### config.mk
export PLATFORM = sky130hd
export DESIGN_NAME = sorted_timer_queue_unit
export DESIGN_NICKNAME = d
export VERILOG_FILES = /design/src/stq_pkg.sv /design/src/stq_cell.sv /design/src/sorted_timer_queue_unit.sv
export SDC_FILE = /design/constraint.sdc
export NUM_CORES = 2
export LEC_CHECK = 0
export ABC_AREA = 1
export BUFFER_PORTS_ARGS = -buffer_cell sky130_fd_sc_hd__buf_2
export CAP_MARGIN = 20
export CORE_MARGIN = 1
export CORE_UTILIZATION = 45
export DETAILED_ROUTE_END_ITERATION = 6
export SLEW_MARGIN = 20
export SYNTH_ARGS = -nofsm -noshare
export SYNTH_HDL_FRONTEND = slang
export SYNTH_SLANG_ARGS = --single-unit
export TNS_END_PERCENT = 30
### constraint.sdc
create_clock -name clk -period 7.5 [get_ports clk]
set_clock_uncertainty 0.1 [all_clocks]
set_input_delay 0 -clock clk [delete_from_list [all_inputs] [get_ports clk]]
set_output_delay 0 -clock clk [all_outputs]
set_load 0.02 [all_outputs]
### src/stq_pkg.sv
`timescale 1ns / 1ps

package stq_pkg;

    localparam int QUEUE_DEPTH_DEF = 16;
    localparam int ID_BITS_DEF     = 16;

    localparam int CMD_W   = 2;
    localparam int TGT_W   = 16;
    localparam int TIME_W  = 32;
    localparam int RPT_W   = 16;
    localparam int REPS_W  = 17;
    localparam int COUNT_W = 5;

    typedef enum logic [CMD_W-1:0] {
        CMD_INSERT   = 2'd0,
        CMD_DELETE   = 2'd1,
        CMD_CONTAINS = 2'd2,
        CMD_CLEAR    = 2'd3
    } cmd_t;

    // operation broadcast to every cell of the row
    typedef enum logic [1:0] {
        CELL_HOLD,
        CELL_MARK,
        CELL_INSERT,
        CELL_SWAP
    } cell_op_t;

    typedef struct packed {
        cell_op_t op;
        logic     phase;
    } cell_ctrl_t;

    typedef enum logic [2:0] {
        ST_IDLE,
        ST_MARK,
        ST_EXEC,
        ST_SWAP,
        ST_TALLY,
        ST_DONE
    } state_t;

endpackage

### src/stq_cell.sv
`timescale 1ns / 1ps

module stq_cell #(
    parameter int Index = 0,
    parameter int IdW   = 16,
    parameter int CntW  = 5
) (
    input  logic                               clk,
    input  logic                               rst_n,
    input  stq_pkg::cell_ctrl_t                ctrl,
    input  logic [CntW-1:0]                    count,
    input  logic [IdW-1:0]                     key_target,
    input  logic [stq_pkg::TIME_W-1:0]         key_time,
    input  logic signed [stq_pkg::REPS_W-1:0]  key_reps,
    input  logic [IdW-1:0]                     prev_target,
    input  logic [stq_pkg::TIME_W-1:0]         prev_time,
    input  logic signed [stq_pkg::REPS_W-1:0]  prev_reps,
    input  logic                               prev_keep,
    input  logic                               prev_take,
    input  logic [IdW-1:0]                     next_target,
    input  logic [stq_pkg::TIME_W-1:0]         next_time,
    input  logic signed [stq_pkg::REPS_W-1:0]  next_reps,
    input  logic                               next_keep,
    output logic [IdW-1:0]                     cell_target,
    output logic [stq_pkg::TIME_W-1:0]         cell_time,
    output logic signed [stq_pkg::REPS_W-1:0]  cell_reps,
    output logic                               keep,
    output logic                               match,
    output logic                               take
);

    import stq_pkg::*;

    localparam logic IsOdd = ((Index % 2) == 1);

    logic [IdW-1:0]            target_reg, target_next;
    logic [TIME_W-1:0]         time_reg, time_next;
    logic signed [REPS_W-1:0]  reps_reg, reps_next;
    logic                      keep_reg, keep_next;
    logic                      match_reg, match_next;
    logic                      occupied;

    assign occupied = (CntW'(Index) < count);
    // insert point: first held entry not earlier than the key, or the tail
    assign take     = occupied ? (key_time <= time_reg) : 1'b1;

    always_comb
    begin
        target_next = target_reg;
        time_next   = time_reg;
        reps_next   = reps_reg;
        keep_next   = keep_reg;
        match_next  = match_reg;
        unique case (ctrl.op)
            CELL_HOLD:
            begin
            end
            CELL_MARK:
            begin
                match_next = occupied && (target_reg == key_target);
                keep_next  = occupied && (target_reg != key_target);
            end
            CELL_INSERT:
            begin
                if (take)
                begin
                    if (prev_take)
                    begin
                        target_next = prev_target;
                        time_next   = prev_time;
                        reps_next   = prev_reps;
                    end
                    else
                    begin
                        target_next = key_target;
                        time_next   = key_time;
                        reps_next   = key_reps;
                    end
                end
            end
            CELL_SWAP:
            begin
                if (ctrl.phase == IsOdd)
                begin
                    // lower member of the pair: pull a kept word down into a hole
                    if (!keep_reg && next_keep)
                    begin
                        target_next = next_target;
                        time_next   = next_time;
                        reps_next   = next_reps;
                        keep_next   = 1'b1;
                    end
                end
                else
                begin
                    // upper member: hand the word down, become the hole
                    if (!prev_keep && keep_reg)
                    begin
                        target_next = prev_target;
                        time_next   = prev_time;
                        reps_next   = prev_reps;
                        keep_next   = 1'b0;
                    end
                end
            end
            default:
            begin
            end
        endcase
    end

    always_ff @(posedge clk)
    begin
        target_reg <= target_next;
        time_reg   <= time_next;
        reps_reg   <= reps_next;
    end

    always_ff @(posedge clk or negedge rst_n)
    begin
        if (!rst_n)
        begin
            keep_reg  <= 1'b0;
            match_reg <= 1'b0;
        end
        else
        begin
            keep_reg  <= keep_next;
            match_reg <= match_next;
        end
    end

    assign cell_target = target_reg;
    assign cell_time   = time_reg;
    assign cell_reps   = reps_reg;
    assign keep        = keep_reg;
    assign match       = match_reg;

endmodule

### src/sorted_timer_queue_unit.sv
`timescale 1ns / 1ps
// Sequence: insert, contains and clear pass through the mark, execute and deliver states
//   after acceptance; delete adds odd-even compaction, one step per cell, and a tally state.
// A new command word is accepted only in the idle state, so each word runs to the end of
//   its sequence first; the deliver state waits while a held result word is stalled.
// Reset (rst_n, asynchronous, active low) empties the queue and the output register;
//   entry payload is not cleared and is only read below the entry count.

module sorted_timer_queue_unit #(
    parameter int QUEUE_DEPTH = stq_pkg::QUEUE_DEPTH_DEF,
    parameter int ID_BITS     = stq_pkg::ID_BITS_DEF
) (
    input  logic                               clk,
    input  logic                               rst_n,
    input  logic                               in_valid,
    output logic                               in_stall,
    input  logic [stq_pkg::CMD_W-1:0]          command,
    input  logic [stq_pkg::TGT_W-1:0]          target_id,
    input  logic [stq_pkg::TIME_W-1:0]         due_time,
    input  logic [stq_pkg::RPT_W-1:0]          repeat_count,
    output logic                               out_valid,
    input  logic                               out_stall,
    output logic                               status,
    output logic                               found,
    output logic [stq_pkg::COUNT_W-1:0]        entry_count,
    output logic                               head_valid,
    output logic [stq_pkg::TGT_W-1:0]          head_target,
    output logic [stq_pkg::TIME_W-1:0]         head_time,
    output logic signed [stq_pkg::REPS_W-1:0]  head_repeats_left
);

    import stq_pkg::*;

    // Stored ids are the low bits of target_id, no wider than the port
    localparam int IdW  = (ID_BITS < TGT_W) ? ID_BITS : TGT_W;
    localparam int CntW = $clog2(QUEUE_DEPTH + 1);
    localparam int PhW  = $clog2(QUEUE_DEPTH);

    state_t                    state_reg, state_next;
    cmd_t                      cmd_reg;
    logic [IdW-1:0]            key_target_reg;
    logic [TIME_W-1:0]         key_time_reg;
    logic signed [REPS_W-1:0]  key_reps_reg;
    logic [CntW-1:0]           count_reg, count_next;
    logic [PhW-1:0]            phase_reg, phase_next;
    logic                      found_reg, found_next;
    logic                      status_reg, status_next;

    logic                      out_valid_reg;
    logic                      status_out_reg;
    logic                      found_out_reg;
    logic [COUNT_W-1:0]        entry_count_reg;
    logic                      head_valid_reg;
    logic [TGT_W-1:0]          head_target_reg;
    logic [TIME_W-1:0]         head_time_reg;
    logic signed [REPS_W-1:0]  head_reps_reg;

    cell_ctrl_t                ctrl;
    logic                      in_accept;
    logic                      out_take;
    logic                      load_out;
    logic                      full;
    logic [CntW-1:0]           tally;

    // Per-cell views of the row
    logic [IdW-1:0]            cell_target [QUEUE_DEPTH];
    logic [TIME_W-1:0]         cell_time   [QUEUE_DEPTH];
    logic signed [REPS_W-1:0]  cell_reps   [QUEUE_DEPTH];
    logic [QUEUE_DEPTH-1:0]    keep_vec;
    logic [QUEUE_DEPTH-1:0]    match_vec;
    logic [QUEUE_DEPTH-1:0]    take_vec;
    logic [QUEUE_DEPTH:0]      keep_ext;

    assign in_accept = in_valid && !in_stall;
    assign out_take  = out_valid_reg && !out_stall;
    assign full      = (count_reg == CntW'(QUEUE_DEPTH));

    // ---------------------------------------------------------------
    // Cell row. Each cell sees its two neighbors plus the shared key and count; cell 0 is the head.
    // The low end reads the key on insert, the high end sees an empty
    // neighbor during compaction.
    // ---------------------------------------------------------------
    for (genvar i = 0; i < QUEUE_DEPTH; i++)
    begin : g_cell
        logic [IdW-1:0]            p_target, n_target;
        logic [TIME_W-1:0]         p_time, n_time;
        logic signed [REPS_W-1:0]  p_reps, n_reps;
        logic                      p_keep, p_take, n_keep;

        if (i == 0)
        begin : g_first
            assign p_target = key_target_reg;
            assign p_time   = key_time_reg;
            assign p_reps   = key_reps_reg;
            assign p_keep   = 1'b1;
            assign p_take   = 1'b0;
        end
        else
        begin : g_inner_lo
            assign p_target = cell_target[i-1];
            assign p_time   = cell_time[i-1];
            assign p_reps   = cell_reps[i-1];
            assign p_keep   = keep_vec[i-1];
            assign p_take   = take_vec[i-1];
        end

        if (i == QUEUE_DEPTH - 1)
        begin : g_last
            assign n_target = key_target_reg;
            assign n_time   = key_time_reg;
            assign n_reps   = key_reps_reg;
            assign n_keep   = 1'b0;
        end
        else
        begin : g_inner_hi
            assign n_target = cell_target[i+1];
            assign n_time   = cell_time[i+1];
            assign n_reps   = cell_reps[i+1];
            assign n_keep   = keep_vec[i+1];
        end

        stq_cell #(
            .Index (i),
            .IdW   (IdW),
            .CntW  (CntW)
        ) u_cell (
            .clk         (clk),
            .rst_n       (rst_n),
            .ctrl        (ctrl),
            .count       (count_reg),
            .key_target  (key_target_reg),
            .key_time    (key_time_reg),
            .key_reps    (key_reps_reg),
            .prev_target (p_target),
            .prev_time   (p_time),
            .prev_reps   (p_reps),
            .prev_keep   (p_keep),
            .prev_take   (p_take),
            .next_target (n_target),
            .next_time   (n_time),
            .next_reps   (n_reps),
            .next_keep   (n_keep),
            .cell_target (cell_target[i]),
            .cell_time   (cell_time[i]),
            .cell_reps   (cell_reps[i]),
            .keep        (keep_vec[i]),
            .match       (match_vec[i]),
            .take        (take_vec[i])
        );
    end

    // After compaction the kept words form a run from cell 0; the new count
    // is the position of the run's upper edge.
    assign keep_ext = {1'b0, keep_vec};

    always_comb
    begin
        tally = '0;
        for (int i = 0; i < QUEUE_DEPTH; i++)
        begin
            if (keep_ext[i] && !keep_ext[i+1])
            begin
                tally = tally | CntW'(i + 1);
            end
        end
    end

    // ---------------------------------------------------------------
    // Sequencer: mark matches, execute, compact and tally (delete only), deliver.
    // ---------------------------------------------------------------
    always_comb
    begin
        state_next  = state_reg;
        count_next  = count_reg;
        phase_next  = phase_reg;
        found_next  = found_reg;
        status_next = status_reg;
        ctrl.op     = CELL_HOLD;
        ctrl.phase  = phase_reg[0];
        in_stall    = 1'b1;
        load_out    = 1'b0;
        unique case (state_reg)
            ST_IDLE:
            begin
                in_stall = 1'b0;
                if (in_valid)
                begin
                    state_next = ST_MARK;
                end
            end
            ST_MARK:
            begin
                ctrl.op    = CELL_MARK;
                state_next = ST_EXEC;
            end
            ST_EXEC:
            begin
                // found reflects the contents before the command
                found_next  = |match_vec;
                status_next = 1'b0;
                state_next  = ST_DONE;
                unique case (cmd_reg)
                    CMD_INSERT:
                    begin
                        if (full)
                        begin
                            status_next = 1'b1;
                        end
                        else
                        begin
                            ctrl.op    = CELL_INSERT;
                            count_next = count_reg + CntW'(1);
                        end
                    end
                    CMD_DELETE:
                    begin
                        phase_next = '0;
                        state_next = ST_SWAP;
                    end
                    CMD_CONTAINS:
                    begin
                    end
                    CMD_CLEAR:
                    begin
                        count_next = '0;
                    end
                    default:
                    begin
                    end
                endcase
            end
            ST_SWAP:
            begin
                // one odd-even transposition step per cycle, QUEUE_DEPTH steps
                ctrl.op    = CELL_SWAP;
                phase_next = phase_reg + PhW'(1);
                if (phase_reg == PhW'(QUEUE_DEPTH - 1))
                begin
                    state_next = ST_TALLY;
                end
            end
            ST_TALLY:
            begin
                count_next = tally;
                state_next = ST_DONE;
            end
            ST_DONE:
            begin
                // hold the result until the output register is free
                if (!out_valid_reg || !out_stall)
                begin
                    load_out   = 1'b1;
                    state_next = ST_IDLE;
                end
            end
            default:
            begin
                state_next = ST_IDLE;
            end
        endcase
    end

    always_ff @(posedge clk or negedge rst_n)
    begin
        if (!rst_n)
        begin
            state_reg     <= ST_IDLE;
            count_reg     <= '0;
            phase_reg     <= '0;
            found_reg     <= 1'b0;
            status_reg    <= 1'b0;
            out_valid_reg <= 1'b0;
        end
        else
        begin
            state_reg  <= state_next;
            count_reg  <= count_next;
            phase_reg  <= phase_next;
            found_reg  <= found_next;
            status_reg <= status_next;
            if (load_out)
            begin
                out_valid_reg <= 1'b1;
            end
            else if (out_take)
            begin
                out_valid_reg <= 1'b0;
            end
        end
    end

    // Capture the command word; repeats are stored as requested minus one
    always_ff @(posedge clk)
    begin
        if (in_accept)
        begin
            cmd_reg        <= cmd_t'(command);
            key_target_reg <= target_id[IdW-1:0];
            key_time_reg   <= due_time;
            key_reps_reg   <= $signed({1'b0, repeat_count} - REPS_W'(1));
        end
    end

    // Result word; head fields read as zero on an empty queue
    always_ff @(posedge clk)
    begin
        if (load_out)
        begin
            status_out_reg  <= status_reg;
            found_out_reg   <= found_reg;
            entry_count_reg <= COUNT_W'(count_reg);
            head_valid_reg  <= (count_reg != '0);
            if (count_reg != '0)
            begin
                head_target_reg <= TGT_W'(cell_target[0]);
                head_time_reg   <= cell_time[0];
                head_reps_reg   <= cell_reps[0];
            end
            else
            begin
                head_target_reg <= '0;
                head_time_reg   <= '0;
                head_reps_reg   <= '0;
            end
        end
    end

    assign out_valid         = out_valid_reg;
    assign status            = status_out_reg;
    assign found             = found_out_reg;
    assign entry_count       = entry_count_reg;
    assign head_valid        = head_valid_reg;
    assign head_target       = head_target_reg;
    assign head_time         = head_time_reg;
    assign head_repeats_left = head_reps_reg;

`ifndef SYNTH
    a_count_bound: assert property (@(posedge clk) disable iff (!rst_n)
        count_reg <= CntW'(QUEUE_DEPTH))
        else $error("entry count beyond queue depth");

    a_accept_marks: assert property (@(posedge clk) disable iff (!rst_n)
        in_accept |=> (state_reg == ST_MARK))
        else $error("accepted word did not start the mark step");

    a_compacted: assert property (@(posedge clk) disable iff (!rst_n)
        (state_reg == ST_TALLY) |-> ((keep_vec & (keep_vec + QUEUE_DEPTH'(1))) == '0))
        else $error("kept entries not packed at the head after compaction");

    a_full_reject: assert property (@(posedge clk) disable iff (!rst_n)
        (state_reg == ST_EXEC && cmd_reg == CMD_INSERT && full)
            |=> (status_reg && count_reg == $past(count_reg)))
        else $error("insert into a full queue changed the count");

    a_result_source: assert property (@(posedge clk) disable iff (!rst_n)
        $rose(out_valid_reg) |-> ($past(state_reg) == ST_DONE))
        else $error("result word raised outside the deliver step");
`endif

endmodule
Yosys cells after proc, flatten, opt, wreduce, memory -nomap -nowiden

Index checks and enable logic that the tools add are counted.

Output and inout port bits: 75
Logic and storage cells: 736
Input bits: 70
Register bits: 1227

Multiplexer cells: 393
Equal/unequal tests: 84
$add $sub $neg: 3
Reduce and logical (&&, ||, !) cells: 127
Order comparisons: 32

Operator list:

| cell                    | number |
|---|---|
| $mux W32                | 77 |
| $mux W17                | 77 |
| $mux W16                | 77 |
| $pmux W32 S2            | 16 |
| $pmux W17 S2            | 16 |
| $le A32 B32 Y1          | 16 |
| $pmux W16 S2            | 16 |
| $eq A16 B16 Y1          | 16 |
| $ne A16 B16 Y1          | 16 |
| $mux W1                 | 70 |
| $logic_and A1 B1 Y1     | 64 |
| $reduce_and A4 Y1       | 16 |
| $reduce_and A3 Y1       | 18 |
| $ne A3 B2 Y1 const B    | 16 |
| $lt A4 B5 Y1 const A    | 8 |
| $mux W4                 | 9 |
| $ne A2 B1 Y1 const B    | 18 |
| $pmux W1 S2             | 16 |
| $mux W3                 | 8 |
| $lt A3 B5 Y1 const A    | 4 |
| $pmux W5 S2             | 2 |
| $logic_not A1 Y1        | 18 |
| $pmux W3 S6             | 1 |
| $sub A16 B1 Y17 const B | 1 |
| 24 further kinds        | 43 |

Depth between registers and ports, before layout

Depth after elaboration: 19
Mapped depth: 20
Depth with buffers taken out: 17

Cells and area by module

A second synthesis with hierarchy kept.

Cell total of the unflattened synthesis: 10360
Area, all modules: 85557.1 µm²

By module, submodules not included:

| module                            | sequential area each (µm²) | cells an instance | instances | area each (µm²) |
|---|---|---|---|---|
| stq_cell at g_cell[10].u_cell ... | 2001.9                     | 613               | 2         | 4863.4 |
| sorted_timer_queue_unit           | 4579.4                     | 536               | 1         | 6261.0 |
| stq_cell at g_cell[0].u_cell      | 2001.9                     | 624               | 1         | 5350.1 |
| stq_cell at g_cell[14].u_cell     | 2001.9                     | 613               | 1         | 5296.3 |
| stq_cell at g_cell[8].u_cell      | 2001.9                     | 623               | 1         | 5014.8 |
| stq_cell at g_cell[7].u_cell      | 2001.9                     | 611               | 1         | 4981.0 |
| stq_cell at g_cell[13].u_cell     | 2001.9                     | 617               | 1         | 4958.5 |
| stq_cell at g_cell[2].u_cell      | 2001.9                     | 624               | 1         | 4951.0 |
| stq_cell at g_cell[5].u_cell      | 2001.9                     | 619               | 1         | 4948.5 |
| stq_cell at g_cell[1].u_cell      | 2001.9                     | 609               | 1         | 4938.5 |
| stq_cell at g_cell[9].u_cell      | 2001.9                     | 612               | 1         | 4931.0 |
| stq_cell at g_cell[3].u_cell      | 2001.9                     | 602               | 1         | 4857.2 |
| stq_cell at g_cell[6].u_cell      | 2001.9                     | 615               | 1         | 4854.7 |
| stq_cell at g_cell[4].u_cell      | 2001.9                     | 614               | 1         | 4849.7 |
| +2 rows                           | n/a                        | n/a               | n/a       | n/a |

Worst setup path before layout

OpenSTA, ideal clock, no wires.

Path kind: reg-to-reg
Start point: register key_time_reg[0], in the netlist g_cell[0].p_time[0]
End point: register g_cell[15].u_cell.reps_reg[0], enable pin
Data arrival time: 5.020 ns
Required time: 6.890 ns
Library setup time: 0.510 ns
Slack: 1.870 ns
Cell stages (with the launch flop): 13
Path buffers: 1
Clock period less this slack: 5.630 ns
Cells stage by stage: edfxtp_1 > inv_1 > clkbuf_1 > ha_1 > inv_1 > a21oi_1 > o21a_1 > o21bai_1 > nand2_1 > nand2_1 > nand2_1 > nand2_1 > a21oi_1

Longest elaborated chain between the ends: 4

Ends and longest elaborated chain:

| what                               | line                           | text |
|---|---|---|
| from (decl)                        | sorted_timer_queue_unit.sv:42  | `logic [TIME_W-1:0] key_time_reg;` |
| from (signal assigned)             | sorted_timer_queue_unit.sv:299 | `key_time_reg <= due_time;` |
| $le A32 B32 Y1                     | stq_cell.sv:45                 | `assign take = occupied ? (key_time <= time_reg) : 1'b1;` |
| $mux W1                            | stq_cell.sv:45                 |  |
| $ne A2 B1 Y1 (no source line)      | n/a                            |  |
| $reduce_and A4 Y1 (no source line) | n/a                            |  |
| to (signal assigned)               | stq_cell.sv:116                | `reps_reg <= reps_next;` |
| to (decl)                          | stq_cell.sv:38                 | `logic signed [REPS_W-1:0] reps_reg, reps_next;` |

Every way passes these cells.
A chain may end at the register's enable or synchronous reset.

Worst setup path after layout

Start point: register key_time_reg[31], in the netlist g_cell[0].p_time[31]
End point: register g_cell[15].u_cell.reps_reg[5], data pin

Longest elaborated chain between the ends: 5

Ends and longest elaborated chain:

| what                               | line           | text |
|---|---|---|
| $le A32 B32 Y1                     | stq_cell.sv:45 |  |
| $mux W1                            | stq_cell.sv:45 |  |
| $mux W17                           | stq_cell.sv:67 | `if (prev_take)` |
| $mux W17                           | stq_cell.sv:65 | `if (take)` |
| $pmux W17 S2                       | stq_cell.sv:54 | `unique case (ctrl.op)` |
| via g_cell[15].u_cell.reps_next[5] | stq_cell.sv:38 |  |

The timed path passes the listed nets, and every way through them passes these cells. The select of a mux whose other input is x is not followed.

==> metrics <==
status=finished with violations; violated checks=DRC; flops & latches, synth=1227; WL/cell=27.3 µm; DP Area=0.0874 mm²; area grow syn2layout=9.97%; post-layout util=0.499; Post-synth EDFFs=1180; CP required=7.95 ns; final hold violation count=0; Rel. slew slack=0.127; type of the worst setup path=flop to flop; total power draw=47.5 mW; Max FO, Critical Path=48; crit path buf inv count=1; RSZ-0062 raised after global routing=false; H-tree levels=4; Site Rows=159; clock-pin slew on the worst setup and hold paths=0.06 ns; pre-CTS WS=1.93 ns; CP startpoint kind=flop; Vias=81100; Layout Nets=11000; Final Critical Period=5.71 ns; Clk network pwr share=0.160; Multi-input gate area=0.0409 mm²; Final setup viols=0; clk_lat worst skew=0.84 ns; I/O pins=145; Comb power frac=0.527; Hold Crit Class=input pin to flop; WL final=356 mm; placeable core region=0.188 mm²; Mean Syn Cell Area=8.04 µm²; # DRC=15; post-layout instance area=0.0939 mm²; non-filler cells, final=13100; placed wire-length estimate=221 mm; clock buffer count from CTS=153; die area=0.191 mm²; Die W=437 µm; Worst Path Arrival=6.16 ns; Int Power=23.2 mW; Largest register FFs=512; first-pass GRT wire length=517 mm; peak supply drop=0.607 mV; Max Cap Viol=0; Worst-Margin Slew=1.31 ns; GP Congestion=0.962; TritonRoute pass-1 iters=7; Top delay family on crit path=simple AND/OR/NAND/NOR gates; Seq pwr share=0.312; register area=0.0366 mm²; Post-synth ARST share=0.0383; Syn Std Cell Area=0.0853 mm²; Synth Flop Type=edfxtp_1; sw frac=0.512; CTS root buf=clkbuf_16; CTS tree=built; Synth Net Count=11200; Final Max Slew Viols=0; 1st-iter DRT viols=12300; Cells after Synth=10600; Congestion Overflow GR=0; register area share after synthesis=0.429; hold_ws=0.0775 ns; Initial Util=0.454; Synth cell types=48; IO buf count=144; CTS Sinks=1227; fraction of layout cells with a size suffix above 1=0.0547; Die H=437 µm; period utilization=0.761; Crit path top cell by count=nand2_1; initial antenna violation count=7; Placed Cells=12600; largest net degree at the start of global routing=221; Fillers=17900; P_sw=24.3 mW; # resized after CTS=0; Highest Clock Rate=0.175 GHz; worst-case clock buffer depth=3; synth warn=0; slack of the critical path=1.79 ns; CP Cell Sequence=ha_1, nand2_1, nor2_1, nand2_1, nor3_1, nand2_1, nand2_4, nand3_4, buf_4, nand2_1, nand2_1; GRT Resource Usage Total=0.362; Leakage=42.8 nW; critical path endpoint category=flop; Antenna Nets Post-Route=0; post-DR vias/cell=6.21; vias in the first global route=76600; Setup TNS=0 ns; Critical Path Max Stage Delay=1.08 ns; CP max stage cell=nand3_4; power density over cell area=506 mW/mm²
==> synthesized netlist by cell type (2+ instances only) <==
cell type	n	share of area
xor2_1	39	0.0040
a21oi_1	261	0.015
o22ai_1	5	0.00037
xnor2_1	192	0.020
a31oi_1	8	0.00059
clkinv_1	9	0.00040
o2111ai_1	2	0.00021
o21ai_2	2	0.00021
nor3b_2	4	0.00059
nor3b_1	6	0.00053
buf_6	4	0.00053
o211ai_1	3	0.00026
nand3b_1	2	0.00018
nand3_1	1963	0.12
inv_2	9	0.00040
buf_2	327	0.019
o21a_1	25	0.0022
nand2_1	2743	0.12
buf_4	29	0.0026
a22oi_1	915	0.080
nor2_1	337	0.015
nand4_1	83	0.0061
a21boi_1	2	0.00018
dfrtp_1	47	0.014
o21ai_1	12	0.00070
nor2_2	2	0.00015
nor2_4	3	0.00040
buf_1	120	0.0053
nor3_1	17	0.0010
o31ai_2	2	0.00029
o31ai_1	10	0.00088
inv_1	1283	0.056
nor4_1	8	0.00059
o21ai_0	79	0.0046
clkbuf_1	270	0.012
a21o_1	15	0.0013
o21bai_1	67	0.0059
edfxtp_1	1180	0.42
a21oi_2	6	0.00062
ha_1	516	0.076
==> worst reg2reg max path, delay by kind of cell, from the launching register on <==
| kind | cells | cell delay, ns |
|---|---|---|
| adder cells (fa/ha/maj) | 1 | 0.49 |
| flip-flops | 1 | 0.75 |
| buffers and inverters | 1 | 0.65 |
| AND/OR/NAND/NOR | 9 | 3.44 |
==> timing repair <==
action,in CTS,in global routing
hold buffers,150,0
buffers inserted,0,0
hold endpoints to repair,218,0
==> final cells by class <==
class,instances,area share
Multi-Input combinational cell,7337,0.436
Sequential cell,1227,0.390
Inverter,1301,0.0526
Clock buffer,191,0.0433
Timing Repair Buffer,423,0.0357
Tap cell,2495,0.0333
Clock inverter,80,0.00917
Antenna cell,2,0.0000533
==> routing by layer <==
metal  share of wire  global-route usage
met5         0.00015                   0
met4           0.061               0.200
met3            0.11              0.0778
met2            0.43               0.536
met1            0.40               0.489
==> path summary, 6_finish.rpt <==
check	startpoint	slack, ns	cells past startpoint	endpoint
worst min register to register	status_reg	0.35	0	status
min in group asynchronous	rst_n	0.25	4	out_valid
worst max register to register	g_cell[0].p_time[31]	1.79	11	g_cell[15].u_cell.cell_reps[5]
max in group asynchronous	rst_n	6.50	4	g_cell[10].u_cell.keep
worst min-delay path	repeat_count[13]	0.08	4	g_cell[0].p_reps[13]
worst max-delay path	g_cell[0].p_time[31]	1.79	11	g_cell[15].u_cell.cell_reps[5]
==> cell families (layout without fill, tap and decap cells) <==
family | Yosys count | in the layout | synth area share
compound gates | 1421 | 1421 | 0.115
xor+xnor | 231 | 231 | 0.0237
fa+ha+maj | 516 | 516 | 0.0756
buf+inv | 2051 | 1995 | 0.0966
flops | 1227 | 1227 | 0.429
other cells | 0 | 2 | 0
simple gates | 5169 | 5169 | 0.260
==> power groups by stage <==
stage / sequential [mW] / combinational, mW / clock (mW)
after floorplan: 13.8 / 15.6 / 0
after global placement: 14.8 / 23.4 / 0
after detailed placement: 14.8 / 24.0 / 0
after CTS: 14.7 / 24.1 / 7.65
after global routing: 15.0 / 26.9 / 7.87
final: 14.8 / 25.0 / 7.61
==> cells in the final DEF (no fill, tap or decap), drive strengths merged, types with 17 or more instances in the layout <==
master | Yosys | layout
a21oi | 267 | 267
a22oi | 915 | 915
buf | 480 | 273
clkbuf | 270 | 191
clkinv | 9 | 61
dfrtp | 47 | 47
dlygate4sd3 | 0 | 150
edfxtp | 1180 | 1180
ha | 516 | 516
inv | 1292 | 1301
nand2 | 2744 | 2744
nand3 | 1963 | 1963
nand4 | 83 | 83
nor2 | 342 | 342
nor3 | 17 | 17
o21a | 25 | 25
o21ai | 93 | 93
o21bai | 67 | 67
xnor2 | 192 | 192
xor2 | 39 | 39
Note: power is estimated with default switching activity, not from simulation.
